### src/hw/rtl/ir_pwc_pkg.sv
// Shared types and constants of the IR pulse width capture block.
// Used by the capture engine, the result queue and the top level.
package ir_pwc_pkg;

    localparam int ENTRY_W = 7;
    localparam int LIMIT_W = 24;

    // Configuration register indexes.
    localparam logic [2:0] REG_START_PERIOD   = 3'd0;
    localparam logic [2:0] REG_DATA_PERIOD    = 3'd1;
    localparam logic [2:0] REG_DURATION_LIMIT = 3'd2;
    localparam logic [2:0] REG_IDLE_LIMIT     = 3'd3;
    localparam logic [2:0] REG_MIN_ENTRIES    = 3'd4;

    // Capture modes.
    localparam logic [1:0] MODE_IDLE    = 2'd0;
    localparam logic [1:0] MODE_WAIT    = 2'd1;
    localparam logic [1:0] MODE_MEASURE = 2'd2;

    // Result status codes.
    localparam logic [1:0] STATUS_ENTRY    = 2'd0;
    localparam logic [1:0] STATUS_ACCEPTED = 2'd1;
    localparam logic [1:0] STATUS_REJECTED = 2'd2;

    // Result queue depth; one item can push two results.
    localparam int OQ_DEPTH = 4;
    localparam int OQ_PTR_W = 2;
    localparam int OQ_CNT_W = 3;

    typedef struct packed {
        logic [7:0]         start_period;
        logic [7:0]         data_period;
        logic [7:0]         duration_limit;
        logic [LIMIT_W-1:0] idle_limit;
        logic [ENTRY_W-1:0] min_entries;
    } cfg_t;

    typedef struct packed {
        logic [7:0]         duration;
        logic [ENTRY_W-1:0] entry_index;
        logic [ENTRY_W-1:0] entry_total;
        logic [1:0]         status;
        logic               last;
    } res_t;

    typedef struct packed {
        logic push0;
        logic push1;
        res_t res0;
        res_t res1;
    } step_t;

endpackage

### src/hw/rtl/ir_pwc_engine.sv
// Capture state machine: idle wait, prescaled sampling and phase counting.
// Depends on ir_pwc_pkg; produces up to two results per accepted item.
module ir_pwc_engine
    import ir_pwc_pkg::*;
#(
    parameter int MAX_ENTRIES = 74
) (
    input  logic        clk,
    input  logic        rst_n,
    input  logic        accept,
    input  logic        req_type,
    input  logic        sensor_level,
    input  cfg_t        cfg,
    output step_t       step
);

    localparam logic [ENTRY_W-1:0] MAX_E = ENTRY_W'(MAX_ENTRIES);

    logic [1:0]         mode_reg, mode_next;
    logic               phase_reg, phase_next;
    logic [7:0]         pre_reg, pre_next;
    logic [7:0]         samp_reg, samp_next;
    logic [ENTRY_W-1:0] ent_reg, ent_next;
    logic [LIMIT_W-1:0] idle_reg, idle_next;

    logic [LIMIT_W-1:0] idle_inc;
    logic [ENTRY_W-1:0] ent_inc;
    logic [8:0]         cnt;
    logic [7:0]         pre_cur;
    logic [7:0]         dur;
    logic               meas;

    function automatic logic [7:0] reload(input logic [ENTRY_W-1:0] e, input cfg_t c);
        logic [7:0] p;
        p = (e < ENTRY_W'(2)) ? c.start_period : c.data_period;
        return (p != 8'd0) ? (p - 8'd1) : 8'd0;
    endfunction

    function automatic res_t final_res(input logic [ENTRY_W-1:0] e, input cfg_t c);
        res_t r;
        r.duration    = 8'd0;
        r.entry_index = '0;
        r.entry_total = e;
        r.status      = (e > c.min_entries) ? STATUS_ACCEPTED : STATUS_REJECTED;
        r.last        = 1'b1;
        return r;
    endfunction

    always_comb
    begin
        mode_next  = mode_reg;
        phase_next = phase_reg;
        pre_next   = pre_reg;
        samp_next  = samp_reg;
        ent_next   = ent_reg;
        idle_next  = idle_reg;
        step       = '0;
        idle_inc   = idle_reg + LIMIT_W'(1);
        ent_inc    = ent_reg + ENTRY_W'(1);
        cnt        = {1'b0, samp_reg} + 9'd1;
        meas       = (mode_reg == MODE_MEASURE) || (mode_reg == MODE_WAIT && !sensor_level);
        pre_cur    = (mode_reg == MODE_WAIT) ? 8'd0 : pre_reg;
        dur        = samp_reg;
        if (dur == 8'd10 || dur == 8'd13 || dur == 8'd44)
        begin
            dur = dur + 8'd1;
        end

        if (accept)
        begin
            if (req_type)
            begin
                mode_next  = MODE_WAIT;
                phase_next = 1'b0;
                pre_next   = 8'd0;
                samp_next  = 8'd0;
                ent_next   = '0;
                idle_next  = '0;
            end
            else
            begin
                if (mode_reg == MODE_WAIT)
                begin
                    if (!sensor_level)
                    begin
                        mode_next = MODE_MEASURE;
                        pre_next  = 8'd0;
                    end
                    else
                    begin
                        idle_next = idle_inc;
                        if (idle_inc >= cfg.idle_limit)
                        begin
                            mode_next = MODE_MEASURE;
                            pre_next  = 8'd0;
                        end
                    end
                end

                if (meas)
                begin
                    if (pre_cur != 8'd0)
                    begin
                        pre_next = pre_cur - 8'd1;
                    end
                    else if (sensor_level == phase_reg)
                    begin
                        if (cnt > {1'b0, cfg.duration_limit})
                        begin
                            // Phase timed out: drop it and close the capture.
                            step.push0 = 1'b1;
                            step.res0  = final_res(ent_reg, cfg);
                            mode_next  = MODE_IDLE;
                            samp_next  = 8'd0;
                            pre_next   = 8'd0;
                        end
                        else
                        begin
                            samp_next = cnt[7:0];
                            pre_next  = reload(ent_reg, cfg);
                        end
                    end
                    else
                    begin
                        // Level change: emit the finished phase.
                        step.push0             = 1'b1;
                        step.res0.duration     = dur;
                        step.res0.entry_index  = ent_reg;
                        step.res0.entry_total  = '0;
                        step.res0.status       = STATUS_ENTRY;
                        step.res0.last         = 1'b0;
                        ent_next               = ent_inc;
                        phase_next             = ~phase_reg;
                        if (ent_inc >= MAX_E || cfg.duration_limit == 8'd0)
                        begin
                            step.push1 = 1'b1;
                            step.res1  = final_res(ent_inc, cfg);
                            mode_next  = MODE_IDLE;
                            samp_next  = 8'd0;
                            pre_next   = 8'd0;
                        end
                        else
                        begin
                            samp_next = 8'd1;
                            pre_next  = reload(ent_inc, cfg);
                        end
                    end
                end
            end
        end
    end

    always_ff @(posedge clk or negedge rst_n)
    begin
        if (!rst_n)
        begin
            mode_reg  <= MODE_IDLE;
            phase_reg <= 1'b0;
            pre_reg   <= 8'd0;
            samp_reg  <= 8'd0;
            ent_reg   <= '0;
            idle_reg  <= '0;
        end
        else
        begin
            mode_reg  <= mode_next;
            phase_reg <= phase_next;
            pre_reg   <= pre_next;
            samp_reg  <= samp_next;
            ent_reg   <= ent_next;
            idle_reg  <= idle_next;
        end
    end

    // The entry count never passes the table size.
    a_ent_bound: assert property (@(posedge clk) disable iff (!rst_n)
        ent_reg <= MAX_E)
        else $error("entry count beyond table size");

    // A second result only follows an entry, and it always closes the capture.
    a_push_pair: assert property (@(posedge clk) disable iff (!rst_n)
        step.push1 |-> (step.push0 && step.res1.last && !step.res0.last))
        else $error("bad result pair");

    // Closing a capture leaves the engine idle.
    a_close_idle: assert property (@(posedge clk) disable iff (!rst_n)
        ((step.push0 && step.res0.last) || step.push1) |=> (mode_reg == MODE_IDLE))
        else $error("capture not closed");

endmodule

### src/hw/rtl/ir_pwc_out_fifo.sv
// Result queue between the capture engine and the output stream.
// Depends on ir_pwc_pkg; takes up to two results per cycle, gives one.
module ir_pwc_out_fifo
    import ir_pwc_pkg::*;
(
    input  logic  clk,
    input  logic  rst_n,
    input  step_t step,
    input  logic  pop,
    output res_t  head,
    output logic  nonempty,
    output logic  room2
);

    res_t                q_reg [OQ_DEPTH];
    logic [OQ_PTR_W-1:0] wr_reg, wr_next;
    logic [OQ_PTR_W-1:0] rd_reg, rd_next;
    logic [OQ_CNT_W-1:0] cnt_reg, cnt_next;
    logic [OQ_CNT_W-1:0] n_push;
    logic                do_pop;

    assign nonempty = (cnt_reg != '0);
    assign room2    = (cnt_reg <= OQ_CNT_W'(OQ_DEPTH - 2));
    assign head     = q_reg[rd_reg];
    assign do_pop   = pop && nonempty;

    always_comb
    begin
        n_push   = OQ_CNT_W'(step.push0) + OQ_CNT_W'(step.push1);
        wr_next  = wr_reg + n_push[OQ_PTR_W-1:0];
        rd_next  = rd_reg + OQ_PTR_W'(do_pop);
        cnt_next = cnt_reg + n_push - OQ_CNT_W'(do_pop);
    end

    always_ff @(posedge clk)
    begin
        if (step.push0)
        begin
            q_reg[wr_reg] <= step.res0;
        end
        if (step.push1)
        begin
            q_reg[wr_reg + OQ_PTR_W'(1)] <= step.res1;
        end
    end

    always_ff @(posedge clk or negedge rst_n)
    begin
        if (!rst_n)
        begin
            wr_reg  <= '0;
            rd_reg  <= '0;
            cnt_reg <= '0;
        end
        else
        begin
            wr_reg  <= wr_next;
            rd_reg  <= rd_next;
            cnt_reg <= cnt_next;
        end
    end

    a_cnt_bound: assert property (@(posedge clk) disable iff (!rst_n)
        cnt_reg <= OQ_CNT_W'(OQ_DEPTH))
        else $error("result queue overflow");

    a_ptr_gap: assert property (@(posedge clk) disable iff (!rst_n)
        (wr_reg - rd_reg) == cnt_reg[OQ_PTR_W-1:0])
        else $error("queue pointers disagree with count");

endmodule

### src/hw/rtl/ir_pulse_width_capture_core.sv
// Top level of the IR pulse width capture block.
// Depends on ir_pwc_pkg, ir_pwc_engine and ir_pwc_out_fifo.
//
// Usage: each input item is either one base tick carrying a sensor sample
// (s_tuser = 0) or an arm request (s_tuser = 1) that starts a new capture.
// An armed capture waits while the sensor sits high, then counts samples of
// alternating low and high phases. Every finished phase leaves as an entry
// item on the master stream; the capture closes with one item that has
// m_tlast high and says accepted or rejected against min_entries.
// Results of an item reach the master stream through the result queue.
// Throughput: one item per cycle while s_tready is high; the engine
// updates its state in the cycle of acceptance and pushes its results
// into a four-deep result queue.
// Stalls: when m_tready is low the results wait in the queue, and s_tready
// falls once fewer than two queue slots are free, since one tick can end a
// capture with both its last entry and the closing result.
// Reset: the capture is idle, the queue empty and the registers hold their
// default values (start 38, data 34, limit 250, idle 1200000, min 10).
// Configuration writes take effect at the clock edge where cfg_we is high;
// indexes beyond the register list are ignored.
module ir_pulse_width_capture_core
    import ir_pwc_pkg::*;
#(
    parameter int MAX_ENTRIES = 74
) (
    input  logic        clk,
    input  logic        rst_n,
    input  logic        s_tvalid,
    output logic        s_tready,
    input  logic [7:0]  s_tdata,   // [0] sensor_level, [7:1] zero
    input  logic [0:0]  s_tuser,   // [0] req_type
    output logic        m_tvalid,
    input  logic        m_tready,
    output logic [23:0] m_tdata,   // [7:0] duration, [14:8] entry_index,
                                   // [21:15] entry_total, [23:22] zero
    output logic [1:0]  m_tuser,   // [1:0] status
    output logic        m_tlast,
    input  logic        cfg_we,
    input  logic [2:0]  cfg_index,
    input  logic [23:0] cfg_data
);

    cfg_t  cfg_reg;
    step_t step;
    res_t  head;
    logic  accept;
    logic  nonempty;
    logic  room2;

    // Configuration registers; each write takes the low bits it needs.
    always_ff @(posedge clk or negedge rst_n)
    begin
        if (!rst_n)
        begin
            cfg_reg.start_period   <= 8'd38;
            cfg_reg.data_period    <= 8'd34;
            cfg_reg.duration_limit <= 8'd250;
            cfg_reg.idle_limit     <= 24'd1200000;
            cfg_reg.min_entries    <= 7'd10;
        end
        else if (cfg_we)
        begin
            case (cfg_index)
                REG_START_PERIOD:   cfg_reg.start_period   <= cfg_data[7:0];
                REG_DATA_PERIOD:    cfg_reg.data_period    <= cfg_data[7:0];
                REG_DURATION_LIMIT: cfg_reg.duration_limit <= cfg_data[7:0];
                REG_IDLE_LIMIT:     cfg_reg.idle_limit     <= cfg_data[LIMIT_W-1:0];
                REG_MIN_ENTRIES:    cfg_reg.min_entries    <= cfg_data[ENTRY_W-1:0];
                default:            ;
            endcase
        end
    end

    // The queue must be able to absorb the worst case of two results.
    assign s_tready = room2;
    assign accept   = s_tvalid && s_tready;

    ir_pwc_engine #(
        .MAX_ENTRIES (MAX_ENTRIES)
    ) u_engine (
        .clk          (clk),
        .rst_n        (rst_n),
        .accept       (accept),
        .req_type     (s_tuser[0]),
        .sensor_level (s_tdata[0]),
        .cfg          (cfg_reg),
        .step         (step)
    );

    ir_pwc_out_fifo u_out_fifo (
        .clk      (clk),
        .rst_n    (rst_n),
        .step     (step),
        .pop      (m_tready),
        .head     (head),
        .nonempty (nonempty),
        .room2    (room2)
    );

    assign m_tvalid = nonempty;
    assign m_tdata  = {2'b00, head.entry_total, head.entry_index, head.duration};
    assign m_tuser  = head.status;
    assign m_tlast  = head.last;

    // The closing result and only it carries tlast, with a non-entry status.
    a_last_status: assert property (@(posedge clk) disable iff (!rst_n)
        m_tvalid |-> (m_tlast == (m_tuser != STATUS_ENTRY)))
        else $error("tlast and status disagree");

endmodule

### config.mk
export PLATFORM = sky130hd
export DESIGN_NAME = ir_pulse_width_capture_core
export DESIGN_NICKNAME = d
export VERILOG_FILES = /design/src/hw/rtl/ir_pwc_pkg.sv /design/src/hw/rtl/ir_pwc_engine.sv /design/src/hw/rtl/ir_pwc_out_fifo.sv /design/src/hw/rtl/ir_pulse_width_capture_core.sv
export SDC_FILE = /design/constraint.sdc
export NUM_CORES = 1
export LEC_CHECK = 0
export ABC_AREA = 0
export BUFFER_PORTS_ARGS = -buffer_cell sky130_fd_sc_hd__buf_4
export CORE_MARGIN = 5
export CORE_UTILIZATION = 55
export CTS_BUF_LIST = sky130_fd_sc_hd__clkbuf_4 sky130_fd_sc_hd__clkbuf_8
export DETAILED_ROUTE_END_ITERATION = 8
export PLACE_DENSITY = 0.76
export SYNTH_ARGS = -nofsm -noshare
export SYNTH_HDL_FRONTEND = slang
export SYNTH_HIERARCHICAL = 1
export SYNTH_SLANG_ARGS = --single-unit
### constraint.sdc
create_clock -name clk -period 4.7 [get_ports clk]
set_clock_uncertainty 0.05 [all_clocks]
set_input_delay 0.235 -clock clk [delete_from_list [all_inputs] [get_ports clk]]
set_output_delay 0.235 -clock clk [all_outputs]
set_load 0.02 [all_outputs]
======== After elaboration in Yosys (flattened, before gate mapping) ========
Memory sizes are Yosys's and may differ from the RTL's.
Index checks and enable logic that the tools add are counted.
word-level totals
  logic and storage cells ................. 136
  input port bits ......................... 41
  memories kept ........................... 1
  memory bits (writable) .................. 100
  register bits ........................... 112
  output and inout port bits .............. 29
operators by class
  magnitude comparators ................... 8
  bitwise operators ....................... 1
  eq/ne operators ......................... 13
  muxes and demuxes ....................... 59
  add/sub/neg operators ................... 13
  reductions and logical operators ........ 27
memories
  name              words  width  rd ports  clocked after Yosys merged registers in  wr ports  line                   text
  u_out_fifo.q_reg  4      25     1         0                                        2         ir_pwc_out_fifo.sv:15  res_t q_reg [OQ_DEPTH];
operators by type and width
  kind                   count
  $mux 52                4
  $mux 8                 20
  $mux 24                3
  $mux 10                3
  $mux 7                 4
  $mux 25                1
  $add 24x1->24 const B  1
  $ge 24x24->1           1
  $reduce_bool 8->1      3
  $sub 8x1->8 const B    3
  $mux 2                 11
  $eq 8x4->1 const B     2
  $gt 7x7->1             2
  $lt 7x2->1 const B     2
  $mux 1                 13
  $reduce_and 2->1       5
  $add 8x1->9 const B    1
  $gt 9x8->1             1
  $reduce_and 3->1       3
  $add 8x1->8 const B    1
  $eq 8x6->1 const B     1
  $logic_not 8->1        1
  $add 7x1->7 const B    1
  $ge 7x7->1 const B     1
  other kinds (23)       33

======== Longest topological paths before layout ========
  word-level depth ........................ 12
  mapped depth ............................ 20
  mapped depth without buffers ............ 19

======== Hierarchy ========
The synthesis kept the hierarchy.
by module, submodules not included
  module                       seq. area each (µm²)  area an instance (µm²)  cells an instance  instances
  ir_pwc_engine                1,251.2               5,415.2                 689                1
  ir_pwc_out_fifo              3,178.0               5,230.0                 280                1
  ir_pulse_width_capture_core  1,402.6               2,153.3                 124                1

======== Worst setup path before layout ========
No wires, ideal clock.
  path type ............................... flip-flop to flip-flop
  from .................................... reg u_engine.samp_reg[0]
  to ...................................... mem u_out_fifo/q_reg[2][0] (netlist bit), enable pin
  buffers on the path ..................... 1
  arrival ................................. 4.081 ns
  path slack .............................. 0.127 ns
  library setup time ...................... 0.442 ns
  data required time ...................... 4.208 ns
  cell stages (with the launch flop) ...... 14
  period minus slack after synthesis ...... 4.573 ns
  cells stage by stage .................... dfrtp_1 > ha_1 > and3_1 > clkbuf_1 > nand3_1 > xnor2_1 > ha_1 > nand2_1 > o32a_1 > o211ai_1 > nand2_1 > and2_1 > nand2b_1 > o21ai_0
RTL lines
  what                    line                   text
  start, declared         ir_pwc_engine.sv:22    logic [7:0] samp_reg, samp_next;
  start signal, assigned  ir_pwc_engine.sv:169   samp_reg <= samp_next;
  end, declared           ir_pwc_out_fifo.sv:15

==> flow_summary_export.csv <==
group,metric,value,unit
sta,hold_ws,18.2,ps
grt,overflow,0,
sta,min_period_over_period,0.904,
floorplan,row_count,55,
clock_tree,cts_setup_buffers,0,
clock_tree,insertion_delay,530,ps
logic_synthesis,synthAdderAreaFrac,0.0632,
logic_synthesis,yosys.area.top_type,"edfxtp_1",
worst_setup_path,path_cells,"ha_1, and3_2, nand3_1, xnor2_1, ha_1, a211oi_1, o211ai_1, o211ai_1, nand2_1, and2_1, ha_1, inv_1, ha_1, inv_1, ha_1, inv_1, fa_1, xor2_1, xnor2_1",
clock_tree,h-tree-depth,2,
worst_setup_path,start_kind,"register",
logic_synthesis,synth.top_cell.area_share,0.235,
logic_synthesis,synth_seq_area_share,0.456,
route,drtAntennaViolNets,0,
clock_tree,cts_made_buffers,38,
logic_synthesis,synth_warnings,6,
cells_and_area,finish.net_count,1291,
place,io_buffers,60,
floorplan,ios,70,
sta,fin_tns_setup,0,ps
cells_and_area,drive_above_1_share,0.307,
logic_synthesis,synth_xor_area_frac,0.0397,
clock_tree,cts_buffer_depth,3,
logic_synthesis,synth-edff-count,100,
pwr,total_switching_power,1.94,mW
route,met1Wirelength,12100,µm
logic_synthesis,synth_top_family_by_area,"multiplexers",
place,dp_hpwl,18400,µm
logic_synthesis,ys_async_sr_fraction,0.528,
route,drt-initial-drc-count,517,
pwr,p_comb_frac,0.300,
route,via_per_inst,5.69,
worst_setup_path,critical_path_buf_inv_count,3,
worst_setup_path,critPathMaxFanout,6,
floorplan,die_area,26400,µm²
worst_setup_path,cp_slowest_cell,"dfrtp_1",
route,routed-wl-met2,13400,µm
cells_and_area,insertedDiodeCount,0,
place,globalplace.congestion,0.873,
worst_setup_path,crit_arrival,4600,ps
logic_synthesis,ys_top_cells_by_count,"154 x mux2_2, 100 x edfxtp_1, 91 x dfrtp_1",
route,met3_length,1260,µm
pwr,cellInternalPower,4.09,mW
route,via_count,8701,
cells_and_area,largest_reg_flops,100,
worst_setup_path,crit_family,"adder cells",
route,drt_wl_total,27500,µm
grt,antenna_found_initial,0,
cells_and_area,area_growth,14.4,%
worst_setup_path,critPathMostFrequentCell,"ha_1",
cells_and_area,instances_no_fill,1529,
worst_setup_path,cpPeakStageDelay,420,ps
sta,setup_slack,449,ps
place,dp.cells,1433,
pwr,p_per_area,412,nW/µm²
sta,finalCriticalPeriod,4250,ps
place,place_ws,345,ps
grt,grt_usage,0.210,
logic_synthesis,syn_area_per_cell,11.7,µm²
pwr,clkPwrFrac,0.310,
grt,grt_start_max_net_pins,67,
clock_tree,clk_transition_reported_paths,50,ps
logic_synthesis,yosysMostFrequentCell,"mux2_2",
pwr,swShare,0.322,
route,drtPass1Iterations,5,
grt,first_global_vias,8840,
worst_hold_path,hp-class,"input port to register",
route,drcViolationCount,0,
floorplan,die_x,163,µm
status,status,"finished, final reports clean",
worst_setup_path,cp.required,5050,ps
route,highest_layer,"met4",
sta,slew_violations,0,
logic_synthesis,synth_compound_area_frac,0.0975,
logic_synthesis,ys_top_cells_by_area,"edfxtp_1 23%, dfrtp_1 18%, mux2_2 14%",
logic_synthesis,synth-seq-cells,212,
logic_synthesis,synth_mux_area_frac,0.192,
pwr,power.total,6.03,mW
logic_synthesis,ys_types,73,
sta,slew_headroom,0.310,
run,max_cap_viol_count,0,
sta,rsz0062_at_grt,"false",
floorplan,core,22800,µm²
sta,hold_viol,0,
route,routedWlPerCell,18.0,µm
worst_setup_path,end_kind,"register",
logic_synthesis,synth_simple_gate_area_share,0.104,
cells_and_area,fillCellCount,1725,
pwr,p_leak,6.47,nW
clock_tree,clock-sinks,212,
logic_synthesis,synth_ff_type,"edfxtp_1",
sta,finalSetupViolations,0,
sta,worstMarginPinSlew,1030,ps
pwr,ir_drop,0.253,mV
floorplan,start_util,0.562,
clock_tree,root_buffer,"clkbuf_8",
logic_synthesis,syn_area,12800,µm²
worst_setup_path,crit_type,"register to register",
floorplan,die_y,163,µm
grt,grt_pass1_wl,45300,µm
clock_tree,cts_tree,"yes",
sta,clock.fmax,235,MHz
pwr,seq_power_share,0.390,
logic_synthesis,synth_cells,1093,
[area by class of cell]
| class | instances | area, µm² | area share |
|---|---|---|---|
| inverter | 58 | 218 | 0.0149 |
| clock buffer | 61 | 739 | 0.0505 |
| timing repair buffer | 109 | 921 | 0.0629 |
| tap | 313 | 392 | 0.0268 |
| sequential | 212 | 5830 | 0.399 |
| multi-input combinational | 767 | 6430 | 0.439 |
| clock inverter | 9 | 101 | 0.00692 |
[worst reg2reg max path, stage by stage (launching register included)]
cell and delay [ps]:
dfrtp_1 420, ha_1 240, and3_2 270, nand3_1 110, xnor2_1 220, ha_1 280
a211oi_1 290, o211ai_1 140, o211ai_1 280, nand2_1 100, and2_1 210, ha_1 310
inv_1 40, ha_1 260, inv_1 60, ha_1 140, inv_1 50, fa_1 370
xor2_1 160, xnor2_1 120
[repair_timing]
item                                    4_1_cts  5_1_grt
endpoints found under the setup margin        0        1
hold buffers                                 26        0
resized for setup                             0        2
hold endpoints to repair                    102        0
[power by group through the flow]
stage	registers [mW]	clock network, mW	logic [mW]
after floorplan	2.31	0	1.36
after global placement	2.38	0	1.76
after detailed placement	2.38	0	1.79
after CTS	2.35	1.91	1.82
after global routing	2.39	2.01	1.99
final	2.35	1.87	1.81
[per-layer routing]
| metal | vias to the layer above | GRT usage |
|---|---|---|
| met1 | 4205 | 0.280 |
| li1 | 4201 | - |
| met2 | 226 | 0.354 |
| met3 | 69 | 0.0326 |
| met4 | 0 | 0.0717 |
| met5 | - | 0 |
[path summary, 6_finish.rpt]
check / from / end / slack, ps / cells after the start
max: u_engine/samp_reg[1] / u_out_fifo/cnt_reg[2] / 450 / 19
min in group asynchronous: rst_n / cfg_reg[19] / 310 / 2
max reg2reg: u_engine/samp_reg[1] / u_out_fifo/cnt_reg[2] / 450 / 19
min reg2reg: u_out_fifo/cnt_reg[2] / u_out_fifo/cnt_reg[2] / 440 / 1
min: m_tready / u_out_fifo/rd_reg[0] / 20 / 3
max in group asynchronous: rst_n / u_engine/samp_reg[0] / 3120 / 3
[cell usage in the layout (no fill, tap or decap), types with 11 or more instances in the layout]
cell type and count:
nand3_1 23, xnor2_1 28, a22o_1 18, and2_1 21, xor2_1 30, dfrtp_1 90, o31ai_1 12, buf_4 80
ha_1 63, nand2_1 67, mux2i_1 15, nand2b_1 12, conb_1 17, o21ai_0 55, clkbuf_4 16, nor2_1 45
and3_1 19, dfstp_2 21, inv_1 58, mux2_2 154, a21oi_1 27, nor3_1 11, edfxtp_1 100, dlygate4sd3_1 26
mux4_2 25, o21a_1 13, clkbuf_8 45
[stage by stage]
step           instance area, µm²   util
2_1_floorplan               12900      -
3_3_place_gp                13500  0.594
3_5_place_dp                13500  0.594
4_1_cts                     14600  0.642
5_1_grt                     14600  0.643
6_report                    14600  0.643
[cells by family after synthesis]
family                   count (synthesis)
AND/OR/NAND/NOR                        248
flip-flops                             212
multiplexers                           195
AO/OA/AOI/OAI                          185
buffers and inverters                  129
adder cells (fa/ha/maj)                 64
XOR/XNOR                                58
other                                    2
Power figures use the tool's default switching activity.
